$ cat src/sv/pwga_pkg.sv
`default_nettype none
package pwga_pkg;

    localparam int PIXELS_PER_TILE   = 32;
    localparam int PIX_IDX_W         = $clog2(PIXELS_PER_TILE);
    localparam int DST_W             = 21;
    localparam int CHAN_W            = 16;
    localparam int ADDR_W            = 32;
    localparam int TAP_CNT_W         = 4;
    localparam int CFG_IDX_W         = 3;
    localparam int CFG_DATA_W        = 32;
    localparam int WINDOW_ROWS_DEF   = 3;
    localparam int WINDOW_COLS_DEF   = 3;
    localparam int QUEUE_DEPTH       = 2;
    localparam logic [CHAN_W-1:0] CHANNELS_RST = 16'd32;

    typedef enum logic [CFG_IDX_W-1:0] {
        REG_CHANNELS     = 3'd0,
        REG_ROW_START    = 3'd1,
        REG_COL_START    = 3'd2,
        REG_ROW_STEP     = 3'd3,
        REG_COL_STEP     = 3'd4,
        REG_TAP_ROW_STEP = 3'd5,
        REG_TAP_COL_STEP = 3'd6,
        REG_COL_LIMIT    = 3'd7
    } t_reg_idx;

    typedef struct packed {
        logic [ADDR_W-1:0] valid_mask;
        logic [ADDR_W-1:0] image_base;
        logic              new_image;
    } t_in_req;

    typedef struct packed {
        logic              is_pad;
        logic [ADDR_W-1:0] src_offset;
        logic [DST_W-1:0]  dst_offset;
        logic              last;
    } t_out_req;

    typedef struct packed {
        logic [CHAN_W-1:0] channels;
        logic [ADDR_W-1:0] row_start;
        logic [ADDR_W-1:0] col_start;
        logic [ADDR_W-1:0] row_step;
        logic [ADDR_W-1:0] col_step;
        logic [ADDR_W-1:0] tap_row_step;
        logic [ADDR_W-1:0] tap_col_step;
        logic [ADDR_W-1:0] col_limit;
    } t_cfg;

    typedef struct packed {
        logic [PIXELS_PER_TILE-1:0] valid_mask;
        logic [ADDR_W-1:0]          image_base;
        logic [ADDR_W-1:0]          tap_sum;
        logic [ADDR_W-1:0]          row_base;
        logic [ADDR_W-1:0]          col_base;
        logic                       last_tap;
    } t_job;

    typedef struct packed {
        logic              valid;
        logic [ADDR_W-1:0] row;
        logic [ADDR_W-1:0] col;
    } t_wb;

endpackage
`default_nettype wire

$ cat src/sv/pool_window_gather_address_gen_unit.sv
// The first address of a request passes through the queue, the back end's job registers and its output register.
// The address stepper gives one address per cycle while the output is not stalled, 32 per request.
// After the last window tap of a tile, the next request waits until the stepper
// returns the final row and column terms as the next tile base.
// Reset is synchronous and active low; it clears the queue, the tap state and the
// tile bases and loads the register defaults (channels 32, all others zero).
`default_nettype none
module pool_window_gather_address_gen_unit #(
    parameter int WINDOW_ROWS = pwga_pkg::WINDOW_ROWS_DEF,
    parameter int WINDOW_COLS = pwga_pkg::WINDOW_COLS_DEF
) (
    input  wire                                i_clk,
    input  wire                                i_rst_n,
    input  wire                                i_cfg_we,
    input  wire [pwga_pkg::CFG_IDX_W-1:0]      i_cfg_idx,
    input  wire [pwga_pkg::CFG_DATA_W-1:0]     i_cfg_data,
    input  wire                                i_in_valid,
    output logic                               o_in_ready,
    input  pwga_pkg::t_in_req                  i_in_req,
    output logic                               o_out_valid,
    input  wire                                i_out_ready,
    output pwga_pkg::t_out_req                 o_out_req
);

    pwga_pkg::t_cfg r_cfg;
    pwga_pkg::t_job front_job, queue_job;
    pwga_pkg::t_wb  wb;
    logic           q_push, q_pop, q_full, q_empty;

    always_ff @(posedge i_clk) begin
        if (!i_rst_n) begin
            r_cfg.channels     <= pwga_pkg::CHANNELS_RST;
            r_cfg.row_start    <= '0;
            r_cfg.col_start    <= '0;
            r_cfg.row_step     <= '0;
            r_cfg.col_step     <= '0;
            r_cfg.tap_row_step <= '0;
            r_cfg.tap_col_step <= '0;
            r_cfg.col_limit    <= '0;
        end else if (i_cfg_we) begin
            case (pwga_pkg::t_reg_idx'(i_cfg_idx))
                pwga_pkg::REG_CHANNELS: begin
                    r_cfg.channels <= i_cfg_data[pwga_pkg::CHAN_W-1:0];
                end
                pwga_pkg::REG_ROW_START:    r_cfg.row_start    <= i_cfg_data;
                pwga_pkg::REG_COL_START:    r_cfg.col_start    <= i_cfg_data;
                pwga_pkg::REG_ROW_STEP:     r_cfg.row_step     <= i_cfg_data;
                pwga_pkg::REG_COL_STEP:     r_cfg.col_step     <= i_cfg_data;
                pwga_pkg::REG_TAP_ROW_STEP: r_cfg.tap_row_step <= i_cfg_data;
                pwga_pkg::REG_TAP_COL_STEP: r_cfg.tap_col_step <= i_cfg_data;
                pwga_pkg::REG_COL_LIMIT:    r_cfg.col_limit    <= i_cfg_data;
                default: begin
                end
            endcase
        end
    end

    pwga_front #(
        .WINDOW_ROWS (WINDOW_ROWS),
        .WINDOW_COLS (WINDOW_COLS)
    ) u_front (
        .i_clk      (i_clk),
        .i_rst_n    (i_rst_n),
        .i_cfg      (r_cfg),
        .i_in_valid (i_in_valid),
        .o_in_ready (o_in_ready),
        .i_in_req   (i_in_req),
        .i_q_full   (q_full),
        .o_q_push   (q_push),
        .o_q_job    (front_job),
        .i_wb       (wb)
    );

    pwga_queue u_queue (
        .i_clk   (i_clk),
        .i_rst_n (i_rst_n),
        .i_push  (q_push),
        .i_job   (front_job),
        .o_full  (q_full),
        .i_pop   (q_pop),
        .o_job   (queue_job),
        .o_empty (q_empty)
    );

    pwga_back u_back (
        .i_clk       (i_clk),
        .i_rst_n     (i_rst_n),
        .i_cfg       (r_cfg),
        .i_q_empty   (q_empty),
        .i_q_job     (queue_job),
        .o_q_pop     (q_pop),
        .o_wb        (wb),
        .o_out_valid (o_out_valid),
        .i_out_ready (i_out_ready),
        .o_out_req   (o_out_req)
    );

endmodule
`default_nettype wire

$ cat src/sv/pwga_front.sv
`default_nettype none
module pwga_front #(
    parameter int WINDOW_ROWS = pwga_pkg::WINDOW_ROWS_DEF,
    parameter int WINDOW_COLS = pwga_pkg::WINDOW_COLS_DEF
) (
    input  wire                i_clk,
    input  wire                i_rst_n,
    input  pwga_pkg::t_cfg     i_cfg,
    input  wire                i_in_valid,
    output logic               o_in_ready,
    input  pwga_pkg::t_in_req  i_in_req,
    input  wire                i_q_full,
    output logic               o_q_push,
    output pwga_pkg::t_job     o_q_job,
    input  pwga_pkg::t_wb      i_wb
);

    logic [pwga_pkg::ADDR_W-1:0]    r_row_base, n_row_base;
    logic [pwga_pkg::ADDR_W-1:0]    r_col_base, n_col_base;
    logic [pwga_pkg::TAP_CNT_W-1:0] r_row_cnt, n_row_cnt;
    logic [pwga_pkg::TAP_CNT_W-1:0] r_col_cnt, n_col_cnt;
    logic [pwga_pkg::ADDR_W-1:0]    r_row_off, n_row_off;
    logic [pwga_pkg::ADDR_W-1:0]    r_col_off, n_col_off;
    logic                           r_pending;

    logic [pwga_pkg::ADDR_W-1:0]    eff_row_base, eff_col_base, eff_row_off, eff_col_off;
    logic [pwga_pkg::TAP_CNT_W-1:0] eff_row_cnt, eff_col_cnt, col_cnt_inc, row_cnt_inc;
    logic                           col_wrap, row_wrap, accept;

    assign o_in_ready = !r_pending && !i_q_full;
    assign accept     = i_in_valid && o_in_ready;
    assign o_q_push   = accept;

    always_comb begin
        eff_row_base = i_in_req.new_image ? i_cfg.row_start : r_row_base;
        eff_col_base = i_in_req.new_image ? i_cfg.col_start : r_col_base;
        eff_row_cnt  = i_in_req.new_image ? '0 : r_row_cnt;
        eff_col_cnt  = i_in_req.new_image ? '0 : r_col_cnt;
        eff_row_off  = i_in_req.new_image ? '0 : r_row_off;
        eff_col_off  = i_in_req.new_image ? '0 : r_col_off;

        col_cnt_inc = eff_col_cnt + 1'b1;
        row_cnt_inc = eff_row_cnt + 1'b1;
        col_wrap    = col_cnt_inc >= pwga_pkg::TAP_CNT_W'(WINDOW_COLS);
        row_wrap    = col_wrap && (row_cnt_inc >= pwga_pkg::TAP_CNT_W'(WINDOW_ROWS));

        n_row_base = eff_row_base;
        n_col_base = eff_col_base;
        if (col_wrap) begin
            n_col_cnt = '0;
            n_col_off = '0;
            if (row_wrap) begin
                n_row_cnt = '0;
                n_row_off = '0;
            end else begin
                n_row_cnt = row_cnt_inc;
                n_row_off = eff_row_off + i_cfg.tap_row_step;
            end
        end else begin
            n_col_cnt = col_cnt_inc;
            n_col_off = eff_col_off + i_cfg.tap_col_step;
            n_row_cnt = eff_row_cnt;
            n_row_off = eff_row_off;
        end

        o_q_job.valid_mask = i_in_req.valid_mask;
        o_q_job.image_base = i_in_req.image_base;
        o_q_job.tap_sum    = eff_row_off + eff_col_off;
        o_q_job.row_base   = eff_row_base;
        o_q_job.col_base   = eff_col_base;
        o_q_job.last_tap   = row_wrap;
    end

    always_ff @(posedge i_clk) begin
        if (!i_rst_n) begin
            r_row_base <= '0;
            r_col_base <= '0;
            r_row_cnt  <= '0;
            r_col_cnt  <= '0;
            r_row_off  <= '0;
            r_col_off  <= '0;
            r_pending  <= 1'b0;
        end else if (i_wb.valid) begin
            r_row_base <= i_wb.row;
            r_col_base <= i_wb.col;
            r_pending  <= 1'b0;
        end else if (accept) begin
            r_row_base <= n_row_base;
            r_col_base <= n_col_base;
            r_row_cnt  <= n_row_cnt;
            r_col_cnt  <= n_col_cnt;
            r_row_off  <= n_row_off;
            r_col_off  <= n_col_off;
            r_pending  <= row_wrap;
        end
    end

endmodule
`default_nettype wire

$ cat src/sv/pwga_queue.sv
`default_nettype none
module pwga_queue (
    input  wire             i_clk,
    input  wire             i_rst_n,
    input  wire             i_push,
    input  pwga_pkg::t_job  i_job,
    output logic            o_full,
    input  wire             i_pop,
    output pwga_pkg::t_job  o_job,
    output logic            o_empty
);

    localparam int PTR_W = (pwga_pkg::QUEUE_DEPTH > 1) ? $clog2(pwga_pkg::QUEUE_DEPTH) : 1;
    localparam int CNT_W = $clog2(pwga_pkg::QUEUE_DEPTH + 1);

    pwga_pkg::t_job    r_mem [pwga_pkg::QUEUE_DEPTH];
    logic [PTR_W-1:0]  r_wr_ptr;
    logic [PTR_W-1:0]  r_rd_ptr;
    logic [CNT_W-1:0]  r_count;

    assign o_full  = r_count == CNT_W'(pwga_pkg::QUEUE_DEPTH);
    assign o_empty = r_count == '0;
    assign o_job   = r_mem[r_rd_ptr];

    always_ff @(posedge i_clk) begin
        if (i_push) begin
            r_mem[r_wr_ptr] <= i_job;
        end
    end

    always_ff @(posedge i_clk) begin
        if (!i_rst_n) begin
            r_wr_ptr <= '0;
            r_rd_ptr <= '0;
            r_count  <= '0;
        end else begin
            if (i_push) begin
                r_wr_ptr <= (r_wr_ptr == PTR_W'(pwga_pkg::QUEUE_DEPTH - 1)) ? '0
                                                                            : r_wr_ptr + 1'b1;
            end
            if (i_pop) begin
                r_rd_ptr <= (r_rd_ptr == PTR_W'(pwga_pkg::QUEUE_DEPTH - 1)) ? '0
                                                                            : r_rd_ptr + 1'b1;
            end
            if (i_push && !i_pop) begin
                r_count <= r_count + 1'b1;
            end else if (i_pop && !i_push) begin
                r_count <= r_count - 1'b1;
            end
        end
    end

endmodule
`default_nettype wire

$ cat src/sv/pwga_back.sv
`default_nettype none
module pwga_back (
    input  wire                  i_clk,
    input  wire                  i_rst_n,
    input  pwga_pkg::t_cfg       i_cfg,
    input  wire                  i_q_empty,
    input  pwga_pkg::t_job       i_q_job,
    output logic                 o_q_pop,
    output pwga_pkg::t_wb        o_wb,
    output logic                 o_out_valid,
    input  wire                  i_out_ready,
    output pwga_pkg::t_out_req   o_out_req
);

    logic                                r_active;
    logic [pwga_pkg::PIX_IDX_W-1:0]      r_idx;
    logic [pwga_pkg::PIXELS_PER_TILE-1:0] r_mask;
    logic [pwga_pkg::ADDR_W-1:0]         r_add;
    logic [pwga_pkg::ADDR_W-1:0]         r_row, n_row;
    logic [pwga_pkg::ADDR_W-1:0]         r_col, n_col;
    logic [pwga_pkg::DST_W-1:0]          r_dst;
    logic                                r_last_tap;
    logic                                r_out_valid;
    pwga_pkg::t_out_req                  r_out, n_out;
    logic                                r_wb_valid;
    logic [pwga_pkg::ADDR_W-1:0]         r_wb_row, r_wb_col;

    logic [pwga_pkg::ADDR_W-1:0]         col_sum;
    logic                                step, last_pix, load, real_pix;

    assign step     = r_active && (!r_out_valid || i_out_ready);
    assign last_pix = r_idx == pwga_pkg::PIX_IDX_W'(pwga_pkg::PIXELS_PER_TILE - 1);
    assign load     = !i_q_empty && (!r_active || (step && last_pix));
    assign o_q_pop  = load;
    assign real_pix = r_mask[r_idx];

    always_comb begin
        col_sum = r_col + i_cfg.col_step;
        if (col_sum >= i_cfg.col_limit) begin
            n_col = i_cfg.col_start;
            n_row = r_row + i_cfg.row_step;
        end else begin
            n_col = col_sum;
            n_row = r_row;
        end
        n_out.is_pad     = !real_pix;
        n_out.src_offset = real_pix ? (r_add + r_row + r_col) : '0;
        n_out.dst_offset = r_dst;
        n_out.last       = last_pix;
    end

    always_ff @(posedge i_clk) begin
        if (!i_rst_n) begin
            r_active    <= 1'b0;
            r_out_valid <= 1'b0;
            r_wb_valid  <= 1'b0;
        end else begin
            if (load) begin
                r_active <= 1'b1;
            end else if (step && last_pix) begin
                r_active <= 1'b0;
            end
            if (step) begin
                r_out_valid <= 1'b1;
            end else if (i_out_ready) begin
                r_out_valid <= 1'b0;
            end
            r_wb_valid <= step && last_pix && r_last_tap;
        end
    end

    always_ff @(posedge i_clk) begin
        if (step) begin
            r_out    <= n_out;
            r_wb_row <= n_row;
            r_wb_col <= n_col;
        end
        if (load) begin
            r_idx      <= '0;
            r_mask     <= i_q_job.valid_mask;
            r_add      <= i_q_job.image_base + i_q_job.tap_sum;
            r_row      <= i_q_job.row_base;
            r_col      <= i_q_job.col_base;
            r_dst      <= '0;
            r_last_tap <= i_q_job.last_tap;
        end else if (step) begin
            r_idx <= r_idx + 1'b1;
            r_row <= n_row;
            r_col <= n_col;
            r_dst <= r_dst + pwga_pkg::DST_W'(i_cfg.channels);
        end
    end

    assign o_out_valid = r_out_valid;
    assign o_out_req   = r_out;
    assign o_wb.valid  = r_wb_valid;
    assign o_wb.row    = r_wb_row;
    assign o_wb.col    = r_wb_col;

endmodule
`default_nettype wire

$ cat config.mk
export PLATFORM = sky130hd
export DESIGN_NAME = pool_window_gather_address_gen_unit
export DESIGN_NICKNAME = d
export VERILOG_FILES = /design/src/sv/pwga_pkg.sv /design/src/sv/pool_window_gather_address_gen_unit.sv /design/src/sv/pwga_front.sv /design/src/sv/pwga_queue.sv /design/src/sv/pwga_back.sv
export SDC_FILE = /design/constraint.sdc
export NUM_CORES = 2
export LEC_CHECK = 0
export ABC_AREA = 1
export BUFFER_PORTS_ARGS = -buffer_cell sky130_fd_sc_hd__buf_2
export CAP_MARGIN = 10
export CORE_MARGIN = 10
export CORE_UTILIZATION = 52
export DETAILED_ROUTE_END_ITERATION = 8
export GPL_TIMING_DRIVEN = 1
export PLACE_DENSITY = 0.68
export SLEW_MARGIN = 20
export SYNTH_ARGS = -nofsm -noshare
export SYNTH_HDL_FRONTEND = slang
export SYNTH_SLANG_ARGS = --single-unit
$ cat constraint.sdc
create_clock -name i_clk -period 25.2 [get_ports i_clk]
set_input_delay 3.78 -clock i_clk [delete_from_list [all_inputs] [get_ports i_clk]]
set_output_delay 3.78 -clock i_clk [all_outputs]
set_load 0.02 [all_outputs]
==> flow_summary.json <==
{
  "htreeDepth": 3,
  "synth_edf_count": 570,
  "dp_hpwl_um": 124000,
  "ir_drop_mv": 0.0913,
  "clock-skew-final_ps": 31.3,
  "holdWs_ps": 446,
  "synthTopCellsByCount": "1797 x nand2_1, 807 x nor2_1, 761 x inv_1",
  "die_y_um": 344,
  "rows": 118,
  "largest_register_ffs": 322,
  "critPathLaunchType": "input port",
  "status": "finished, final reports clean",
  "power.density_nw_per_um2": 125,
  "pwr-share-clk": 0.208,
  "r2r_start": "u_back.r_col[26]",
  "coreArea_um2": 104000,
  "initial_core_util": 0.525,
  "ff2ff_setup_slack_ps": 19720,
  "async_reset_ff_frac": 0,
  "critPathLaunch": "i_out_ready",
  "required_ps": 25520,
  "io_buffers": 161,
  "slew_violations": 0,
  "via_count": 45800,
  "worstSetupPathType": "input port to register",
  "drt_iter0_drc": 4812,
  "synthesis.nets": 7149,
  "postRouteAntennaNets": 0,
  "ctsResizeCount": 0,
  "yosysMostFrequentCell": "nand2_1",
  "grt_pass1_wl_um": 261000,
  "regArea_um2": 25300,
  "p_comb_frac": 0.454,
  "ioPinCount": 162,
  "dr.pass1.iters": 6,
  "synthCells": 6734,
  "grt.total_usage": 0.288,
  "crit_fanout": 56,
  "share_seq_of_total_power": 0.339,
  "synth_top_area_share": 0.313,
  "synth_cell_types": 55,
  "ys_seq_elements": 981,
  "routed_via_density": 5.53,
  "crit_path_end": "u_back.r_col[23]",
  "r2r.worst_path.cells": 22,
  "synth_area_um2": 54600,
  "yosysWarnings": 0,
  "switching_share": 0.435,
  "slew_headroom": 0.257,
  "synth_seq_area_share": 0.464,
  "antenna_found_initial": 15,
  "synthTopCellsByArea": "edfxtp_1 31%, dfxtp_1 15%, nand2_1 12%",
  "area_growth_pct": 9.80,
  "postCtsSetupBuffers": 0,
  "gp_congestion": 0.990,
  "rsz0062_at_grt": "false",
  "clock_latency_ps": 720,
  "finalSetupViolations": 0,
  "synth_ff_type": "edfxtp_1",
  "cts-hold-fix-buffers": 0,
  "period_needed_ps": 6760,
  "drv_cap": 0,
  "fin_nets": 7228,
  "r2r-end": "u_back.r_wb_row[22]",
  "path_clk_slew_ps": 60,
  "cts_root_buf": "clkbuf_16",
  "leakage_nw": 26.5,
  "fmaxAchievable_ghz": 0.148,
  "grt_max_degree": 136,
  "endpoint_kind": "register",
  "nFillCells": 9411,
  "fin_crit_sh": 0.268,
  "cts_buffers": 105,
  "tightest_slew_ps": 1110,
  "switchingPower_mw": 3.27,
  "fin_tns_setup_ps": 0,
  "grt.overflow.total": 0,
  "cp.arrival_ps": 7080,
  "largest-register": "u_queue.r_mem",
  "p_int_mw": 4.25,
  "clock_sinks": 981,
  "syn_area_per_cell_um2": 8.11,
  "die_x_um": 344,
  "design.die.area_um2": 118000,
  "yosys.area.top_type": "edfxtp_1",
  "cts_tree": "built",
  "route.detailed.wl_per_inst_um": 21.2,
  "multi_input_area_um2": 25400,
  "clockBufferDepth": 3,
  "drc": 0,
  "routed_wl_um": 176000,
  "layout-drive-gt1-share": 0.0836,
  "hp-class": "register to register",
  "grt_pass1_vias": 43100,
  "final-hold-violation-count": 0
}
layout by cell type (no fill, tap or decap), types with 8 or more instances in the layout:
master     instances
nand2_1         1796
nor2_1           802
inv_1            760
edfxtp_1         570
a21oi_1          421
o21ai_0          415
dfxtp_1          409
nand3_1          276
ha_1             271
buf_2            159
mux2_2           157
clkbuf_16        106
nand4_1           85
a31oi_1           80
xor2_1            63
and2_1            61
xnor2_1           54
nor3_1            48
clkbuf_1          41
fa_1              39
buf_4             32
or2_2             25
nand3b_1          23
o21bai_1          22
o21a_1            22
a21o_1            18
clkinv_2          15
clkbuf_8          12
a21boi_0           9
o21ai_1            8
nor2_4             8
clkinv_1           8
power by group through the flow:
stage               sequential (mW)  combinational [mW]  clock (mW)
floorplan                      2.47                2.37           0
global placement               2.56                3.32           0
detailed placement             2.57                3.35           0
CTS                            2.54                3.38        1.58
global route                   2.56                3.80        1.64
finish                         2.55                3.41        1.56
layer usage:
layer,routed length [um],GRT usage
met1,73400,0.376
met3,12000,0.0352
met4,10600,0.161
met5,0,0
met2,79500,0.463
worst max-delay path, stage by stage:
cell and delay [ps]:
buf_2 70, inv_1 30, nand2_1 110, nand2_2 430
inv_6 610, nand2_1 140, nand2_1 160, o21ai_4 90
buf_4 290, nand2_2 590, buf_4 650
through the flow:
| step | instance area (um2) | total power, mW | setup slack (ps) | instances | utilization |
|---|---|---|---|---|---|
| global placement | 56500 | 5.88 | 17810 | 8085 | 0.543 |
| finish | 60000 | 7.52 | 18440 | 8289 | 0.577 |
| CTS | 59900 | 7.49 | 18500 | 8284 | 0.577 |
| global route | 59900 | 8.00 | 18130 | 8286 | 0.577 |
| detailed placement | 56500 | 5.92 | 17740 | 8085 | 0.543 |
| floorplan | 54600 | 4.84 | 13950 | 6734 | - |
worst min path at each step:
stage	startpoint	to	slack, ps	depth (start not counted)
global placement	u_back.r_dst[20]	u_back.o_out_req[21]	420	0
global route	u_back.r_dst[20]	u_back.o_out_req[21]	450	0
floorplan	u_back.r_dst[20]	u_back.o_out_req[21]	410	0
CTS	u_back.r_dst[20]	u_back.o_out_req[21]	440	0
finish	u_back.r_dst[20]	u_back.o_out_req[21]	450	0
detailed placement	u_back.r_dst[20]	u_back.o_out_req[21]	420	0
logic make-up after synthesis:
family | synth area share
AOI/OAI and AO/OA | 0.0997
xor gates and xnor gates | 0.0191
adders and majority gates | 0.0764
buffers and inverters | 0.0723
DFF | 0.464
muxes | 0.0326
and+or+nand+nor | 0.236
layout make-up:
type / count / share of cell area
antenna: 4 / 0.000167
clock buffer: 159 / 0.0496
clock inverter: 40 / 0.00801
inverter: 777 / 0.0491
multi-input combinational: 4753 / 0.423
sequential: 981 / 0.423
tap: 1380 / 0.0288
timing repair buffer: 195 / 0.0185
Power figures use the tool's default switching activity.
